## src/hw/rtl/ctit_pkg.sv

```systemverilog
package ctit_pkg;

  localparam int unsigned TableDepth = 32;
  // the index fields are 5 bits wide, so no more than this many entries are ever used
  localparam int unsigned MaxUsed    = 32;

  localparam logic [2:0] CmdAdd     = 3'd0;
  localparam logic [2:0] CmdDelete  = 3'd1;
  localparam logic [2:0] CmdSetSend = 3'd2;
  localparam logic [2:0] CmdSetRecv = 3'd3;
  localparam logic [2:0] CmdClose   = 3'd4;
  localparam logic [2:0] CmdTick    = 3'd5;

  localparam logic [1:0] KindReply   = 2'd0;
  localparam logic [1:0] KindSendExp = 2'd1;
  localparam logic [1:0] KindRecvExp = 2'd2;
  localparam logic [1:0] KindSummary = 2'd3;

  localparam logic [29:0] SessionTop = 30'd999999999;
  localparam logic [5:0]  ActiveRst  = 6'd32;

  typedef struct packed {
    logic [2:0]  cmd;
    logic [31:0] socket_id;
    logic [29:0] session_id;
    logic [4:0]  entry_index;
    logic        check_send;
    logic        check_receive;
    logic [15:0] send_timeout;
    logic [15:0] receive_timeout;
  } in_t;

  typedef struct packed {
    logic [1:0]  kind;
    logic        status;
    logic [4:0]  result_index;
    logic [29:0] result_session;
    logic [31:0] result_socket;
    logic [5:0]  alive_count;
    logic        last;
  } out_t;

  typedef struct packed {
    logic [31:0] socket;
    logic [29:0] session;
    logic        chk_send;
    logic        chk_recv;
    logic [15:0] send_lim;
    logic [15:0] recv_lim;
    logic [31:0] last_send;
    logic [31:0] last_recv;
  } entry_t;

endpackage

```

## src/hw/rtl/ctit_out_reg.sv

```systemverilog
module ctit_out_reg (
  input  logic              clk_i,
  input  logic              rst_ni,
  input  logic              push_i,
  input  ctit_pkg::out_t    data_i,
  output logic              free_o,
  output logic              out_valid_o,
  input  logic              out_ready_i,
  output ctit_pkg::out_t    out_data_o
);

  logic           valid_q, valid_d;
  ctit_pkg::out_t data_q;

  assign free_o = !valid_q || out_ready_i;

  always_comb begin
    valid_d = valid_q;
    if (push_i) begin
      valid_d = 1'b1;
    end else if (out_ready_i) begin
      valid_d = 1'b0;
    end
  end

  always_ff @(posedge clk_i or negedge rst_ni) begin
    if (!rst_ni) begin
      valid_q <= 1'b0;
    end else begin
      valid_q <= valid_d;
    end
  end

  always_ff @(posedge clk_i) begin
    if (push_i) begin
      data_q <= data_i;
    end
  end

  assign out_valid_o = valid_q;
  assign out_data_o  = data_q;

endmodule

```

## config.mk

```make
export PLATFORM = sky130hd
export DESIGN_NAME = ctit_out_reg
export DESIGN_NICKNAME = d
export VERILOG_FILES = /design/src/hw/rtl/ctit_pkg.sv /design/src/hw/rtl/ctit_out_reg.sv
export SDC_FILE = /design/constraint.sdc
export NUM_CORES = 1
export LEC_CHECK = 0
export BUFFER_PORTS_ARGS = -buffer_cell sky130_fd_sc_hd__buf_2
export CORE_MARGIN = 2
export CORE_UTILIZATION = 41
export DETAILED_ROUTE_END_ITERATION = 10
export GPL_ROUTABILITY_DRIVEN = 0
export PLACE_DENSITY = 0.77
export SLEW_MARGIN = 10
export SYNTH_ARGS = -nofsm -noshare
export SYNTH_HDL_FRONTEND = slang
export SYNTH_SLANG_ARGS = --single-unit
```

## constraint.sdc

```tcl
create_clock -name clk_i -period 0.8 [get_ports clk_i]
set_input_delay 0.24 -clock clk_i [delete_from_list [all_inputs] [get_ports clk_i]]
set_output_delay 0.24 -clock clk_i [all_outputs]
set_load 0.03 [all_outputs]
```

==> results by group, run 1 <==
STA
  • Max_slew headroom: between 80 and 90%
  • Final Cycle Share: 154%
  • Final Hold Slack: about 54 ps
  • RSZ-0062 raised after global routing: true
  • Worst slew pin tran: 251 ps
  • Final slew viol count: 0
  • Final min period: 1230 ps
  • Final Hold Viols: 0
  • Max frequency: 810 MHz
  • Final setup margin: -435 ps
  • Setup-failing EPs final: 80
  • Worst Skew: 0 ps

Finish
  • Ant. Diodes: 0
  • Post-layout net count: roughly 340
  • P&R area growth vs syn: 71.5%
  • Final Cell Area: 0.00405 mm^2
  • Multi-input gate area: 22.5 um^2
  • Fill count: 353
  • Share of cells above drive strength 1: ~70%
  • Reg area: around 0.0023 mm^2

Die
  • Core footprint: between 0.005 and 0.006 mm^2
  • Die ar.: ~0.0064 mm^2
  • Initial Utilization: a little over two fifths
  • IO Pins: 160
  • Row count: 27
  • Die Y-Extent: between 70 and 80 um
  • Chip width: roughly 80 um

Synth
  • Library cells used by synthesis: 4
  • Top cells by area, synth: edfxtp_1, dfrtp_1, nand2b_4, nand2b_2
  • Syn avg cell area: between 20 and 30 um^2
  • Largest area contributor in the netlist: edfxtp_1
  • Async SR Flop Fraction: approximately 1.3%
  • Syn nets: around 160
  • Total number of yosys warnings: 0
  • Commonest cells post-synth: edfxtp_1, dfrtp_1, nand2b_2, nand2b_4
  • Post-synth top area share: just under 100%
  • Ys flop type: edfxtp_1
  • Cell area after synthesis: between 0.002 and 0.0025 mm^2
  • Synth Instances: 80
  • Post-synthesis sequential area ratio: between 90% and 100%
  • Count leader, synth: edfxtp_1
  • Post-synth EDFFs: 77
  • Synthesized flop and latch total: between 70 and 80

Clock network
  • H-tree lvl count: 3
  • Clock tree sinks: 78
  • Worst-Skew Late Latency: about 340 ps
  • CTS tree: built
  • Root buffer cell: clkbuf_8
  • Clk slew on worst S/H paths: 90 ps
  • Worst-case clock buffer depth: 2
  • TritonCTS Buffers: 9

Critical path
  • Internal reg-to-reg setup slack: -80 ps
  • Max incr delay on CP: between 400 and 500 ps
  • Cell family with most CP delay: flip-flops
  • Worst path required time: roughly 560 ps
  • FF-to-FF End: out_valid_o
  • CP Capture Type: primary output
  • Critical R2R Launch: out_valid_o
  • CP Launch Type: register
  • Worst path arrival time: just under 1000 ps
  • Critical path fanouts, max: 1
  • R2R depth: 4
  • Crit Path Class: register to primary output
  • WP buf/inv: 1
  • CP Cell Sequence: buf_6
  • CP max-delay cell: edfxtp_1

Place
  • # port buffers: roughly 160
  • DP Area: around 0.0033 mm^2

Drt
  • Drt via density: 4.51
  • Iteration count of the initial detailed-routing pass: 4
  • Vias: about 1,500
  • Routed wire length: about 6500 um
  • DRC viols: 0
  • Starting DRT DRC Count: 78
  • Post-route ant nets: 0
  • DR WL/cell: about 20 um

Hold path
  • Cell depth of the worst hold path: 1
  • Hold WC Path Type: input pin to register
  • WHS Endpoint: out_data_o[5]
  • Critical hold path startpoint: data_i[5]

Power
  • VDD IR max: approximately 2100 uV
  • P_leak: ~1.7 nW
  • PwrDens: between 2000 and 3000 mW/mm^2

Global route
  • First-pass GRT wire length: a little under 9000 um
  • Antenna violations before repair: 0
  • Largest net degree at the start of global routing: 46
  • Number of global-route vias before repair: 1,705
  • Overall routing resource usage: 19.7%
  • Total overflow reported by the global router: 0

Flow run
  • Max-Cap Viols: 0

Run status
  • Violated checks: negative setup slack
  • Status: finished, violations left
## timing repair
action,in CTS,in global routing
resized for setup,156,0
hold buffers,1,0
setup endpoints to repair,79,79
buffers inserted,1,1
endpoints found under the hold margin,1,0
## stage by stage
| stage | TNS (ps) | power (W) | utilization, % | setup slack, ps | cells |
|---|---|---|---|---|---|
| 2_1_floorplan | -57.4 | 0.00571 | - | -57.4 | 80 |
| 3_3_place_gp | -10480 | 0.00626 | 59.3 | -156 | 313 |
| 3_5_place_dp | -11280 | 0.00629 | 59.3 | -166 | 313 |
| 4_1_cts | -27290 | 0.0103 | 72.9 | -427 | 331 |
| 5_1_grt | -30280 | 0.0106 | 73.0 | -479 | 332 |
| 6_report | -26750 | 0.0103 | 73.0 | -435 | 332 |
## layout by cell type (no fill, tap or decap)
| master | instances |
|---|---|
| edfxtp_1 | 77 |
| buf_4 | 2 |
| nand2b_2 | 1 |
| bufinv_16 | 3 |
| clkinv_4 | 2 |
| buf_12 | 2 |
| buf_6 | 78 |
| dfrtp_2 | 1 |
| dlygate4sd3_1 | 1 |
| clkinvlp_4 | 2 |
| nand2b_4 | 1 |
| buf_2 | 81 |
| clkbuf_8 | 9 |
## worst max path at each step
stage | slack (ps) | depth (start not counted) | from | end
after global routing | -480 | 1 | out_data_o[15] | out_data_o[15]
after global placement | -160 | 2 | push_i | out_data_o[7]
final | -430 | 1 | out_data_o[15] | out_data_o[15]
after floorplan | -60 | 1 | out_valid_o | free_o
after CTS | -430 | 2 | out_valid_o | free_o
after detailed placement | -170 | 2 | push_i | out_data_o[74]
## state kept, by name, summed over array words and instances (netlist names)
signal	count
out_valid_o	1
out_data_o	77
## cells by family (layout without fill, tap and decap cells)
logic type	Yosys count	count (layout)	share of synthesized area (%)
buf+inv	0	180	0
simple gates	2	2	0.954
flops	78	78	99.0
## cell type report
type / instances / area share, %
clock inverter: 7 / 3.03
sequential: 78 / 57.8
tap: 72 / 2.23
clock buffer: 9 / 3.06
timing repair buffer: 164 / 33.3
multi-input combinational: 2 / 0.557
## report_power, final
| group | total [W] | switching [W] | internal [W] | leakage (nW) |
|---|---|---|---|---|
| Combinational | 0.00168 | 0.000939 | 0.000737 | 0.834 |
| Sequential | 0.00502 | 0.000168 | 0.00485 | 0.764 |
| Clock | 0.00358 | 0.00150 | 0.00208 | 0.116 |
| Total | 0.0103 | 0.00260 | 0.00767 | 1.71 |
## routing by layer
layer	wire, um	GRT usage (%)	up-vias	share of wire [%]
li1	-	-	672	-
met1	2160	16.7	717	33
met2	3630	37.1	97	55
met3	658	10.9	12	10
met4	100	8.14	0	1.5
met5	0	0	-	0
(Power assumes the default switching activity.)
==> run 2: changes to the inputs <==
Settings changed: CORE_ASPECT_RATIO from default to 0.9.
==> run 2 against run 1 <==
Compared with the run above: the run still ends with negative setup slack left; clock skew did not move; non-clock buffer count increased by 2; worst setup slack gained 33 ps; utilization fell by 0.87 points; fmax up 2.8%; sequential power hardly changed; first-iteration DRC count is 21% lower; via count shrank 1.5%; die area barely moved; cell count unchanged; register-to-register slack improved by 40 ps; cell area up 0.37%.
==> results by group, run 2 (synthesized netlist as in run 1, its figures left out) <==
Clock network
  • Worst-Skew Late Latency: 330 ps (about the same)
  • Root buffer cell: clkbuf_8
  • Worst-case clock buffer depth: 2 (unchanged)
  • TritonCTS Buffers: 9 (unchanged)
  • CTS tree: built
  • H-tree lvl count: 3 (unchanged)
  • Clk slew on worst S/H paths: 80 ps (about the same)
  • Clock tree sinks: 78 (unchanged)

Finish
  • Share of cells above drive strength 1: 69.8% (-0.15 points)
  • Post-layout net count: 338 (+0.60%)
  • Final Cell Area: 0.00406 mm^2 (+0.37%)
  • Largest register FFs: 77 (unchanged)
  • Fill count: 343 (-2.8%)
  • Final core utilization: 72.2% (-0.87 points)
  • Multi-input gate area: 22.5 um^2 (unchanged)
  • Ant. Diodes: 0 (unchanged)
  • Commonest non-fill, non-tap cell in the layout: buf_2
  • P&R area growth vs syn: 72.1%
  • Most frequent cells in the layout: buf_2, buf_6, edfxtp_1, clkbuf_8, buf_4
  • Reg area: 0.00234 mm^2 (unchanged)

Power
  • Clock power frac: 34.7% (about the same)
  • Comb pwr share: 16.3% (about the same)
  • P_leak: 1.73 nW (+1.0%)
  • Switching Share: 24.0% (-1.4 points)
  • PwrDens: 2520 mW/mm^2 (-0.95%)
  • VDD IR max: 1810 uV (-16%)
  • Internal Power: 0.00777 W (+1.2%)
  • Switching pwr: 0.00245 W (-5.9%)
  • Reg power frac: 49.0% (about the same)

Critical path
  • Crit path capture: free_o
  • Max incr delay on CP: 430 ps (-40 ps)
  • WP depth: 2 (+1)
  • Internal reg-to-reg setup slack: -40 ps (+40 ps)
  • FF-to-FF End: out_valid_o
  • R2R depth: 4 (unchanged)
  • Critical path origin: out_valid_o
  • WP buf/inv: 1 (unchanged)
  • Worst path arrival time: 960 ps (-30 ps)
  • Cell family with most CP delay: flip-flops
  • CP max-delay cell: dfrtp_2
  • Worst path required time: 560 ps (about the same)
  • Critical R2R Launch: out_valid_o
  • CP Cell Sequence: nand2b_4 -> buf_6
  • Critical path fanouts, max: 2 (+1)
  • CP Launch Type: register
  • Crit Path Class: register to primary output
  • CP Capture Type: primary output

STA
  • Final min period: 1200 ps (-33.5 ps)
  • Final Hold Viols: 0 (unchanged)
  • RSZ-0062 raised after global routing: true
  • Final setup margin: -401 ps (+33.5 ps)
  • Final Cycle Share: 150% (-4.2 points)
  • Max frequency: 832 MHz (+2.8%)
  • Worst Skew: 0 ps (unchanged)
  • Final slew viol count: 0 (unchanged)
  • Worst slew pin tran: 183 ps (-67.5 ps)
  • Max_slew headroom: 87.8% (+4.5 points)
  • Setup-failing EPs final: 80 (unchanged)

Die
  • Die ar.: 0.00638 mm^2 (about the same)
  • Initial Utilization: 41.9% (-0.66 points)
  • IO Pins: 160 (unchanged)
  • Row count: 26 (-3.7%)
  • Core footprint: 0.00563 mm^2 (+1.6%)
  • Die Y-Extent: 76.0 um (-4.9%)
  • Chip width: 84.0 um (+5.1%)

Flow run
  • Max-Cap Viols: 0 (unchanged)

Run status
  • Violated checks: negative setup slack
  • Status: finished, violations left

Drt
  • DR WL/cell: 17.9 um (-9.4%)
  • DRC viols: 0 (unchanged)
  • Iteration count of the initial detailed-routing pass: 4 (unchanged)
  • Drt via density: 4.45 (-1.5%)
  • Routed wire length: 5930 um (-9.4%)
  • Starting DRT DRC Count: 62 (-21%)
  • Vias: 1,476 (-1.5%)
  • Post-route ant nets: 0 (unchanged)

Global route
  • Largest net degree at the start of global routing: 35 (-24%)
  • Total overflow reported by the global router: 0 (unchanged)
  • Antenna violations before repair: 0 (unchanged)
  • Overall routing resource usage: 19.3% (-0.40 points)
  • First-pass GRT wire length: 8890 um (+2.6%)
  • Number of global-route vias before repair: 1,665 (-2.3%)

Hold path
  • Cell depth of the worst hold path: 1 (unchanged)
  • Hold WC Path Type: input pin to register

Place
  • Pre-CTS setup slack: -181 ps (-15.1 ps)
  • Detailed Place HPWL: ~3600 um
  • # port buffers: 159 (unchanged)
  • DP Area: 0.00330 mm^2 (+0.38%)
-- run 2: changes by cell type in the layout (fill, tap and decap cells not counted), sizes merged --
cell	before	now
buf	163	165
clkbuf	9	11
clkinvlp	2	0
-- run 2: how the worst min path moves through the flow --
stage,end,startpoint
2_1_floorplan,out_valid_o,rst_ni
3_3_place_gp,out_valid_o,rst_ni
3_5_place_dp,out_valid_o,rst_ni
4_1_cts,out_data_o[69],data_i[69]
5_1_grt,out_data_o[11],data_i[11]
6_report,out_data_o[69],data_i[69]
-- run 2: stage by stage --
stage,setup TNS (ps),hold WS [ps],total power (W),std cells
floorplan,-57.4,-55.6,0.00571,80
global placement,-11190,15.3,0.00626,313
detailed placement,-12310,16.6,0.00629,313
CTS,-26470,54.4,0.0103,331
global route,-28010,51.3,0.0105,332
finish,-25170,70.6,0.0102,332
-- run 2: final cells by class --
type,count,share of cell area (%)
Clock buffer,11,3.48
Clock inverter,5,2.65
Sequential cell,78,57.6
Timing Repair Buffer,166,33.6
Multi-Input combinational cell,2,0.555
Tap cell,70,2.16
-- run 2: what timing repair did --
action	4_1_cts	5_1_grt
endpoints found under the hold margin	1	0
gates cloned	0	0
setup endpoints to repair	79	79
pin swaps	0	0
resized for setup	156	0
hold buffers	1	0
setup buffers	1	1
-- run 2: metal layers --
layer	part of all wire (%)	vias up	track usage, %
li1	-	678	-
met1	32	702	19.7
met2	56	88	33.4
met3	11	8	9.64
met4	1.2	0	8.23
met5	0	-	0
-- run 2: power by group through the flow --
| stage | Clock (W) | Sequential, W | Combinational, W |
|---|---|---|---|
| 2_1_floorplan | 0 | 0.00569 | 0.0000172 |
| 3_3_place_gp | 0 | 0.00499 | 0.00127 |
| 3_5_place_dp | 0 | 0.00501 | 0.00129 |
| 4_1_cts | 0.00360 | 0.00500 | 0.00166 |
| 5_1_grt | 0.00375 | 0.00504 | 0.00173 |
| 6_report | 0.00354 | 0.00501 | 0.00167 |
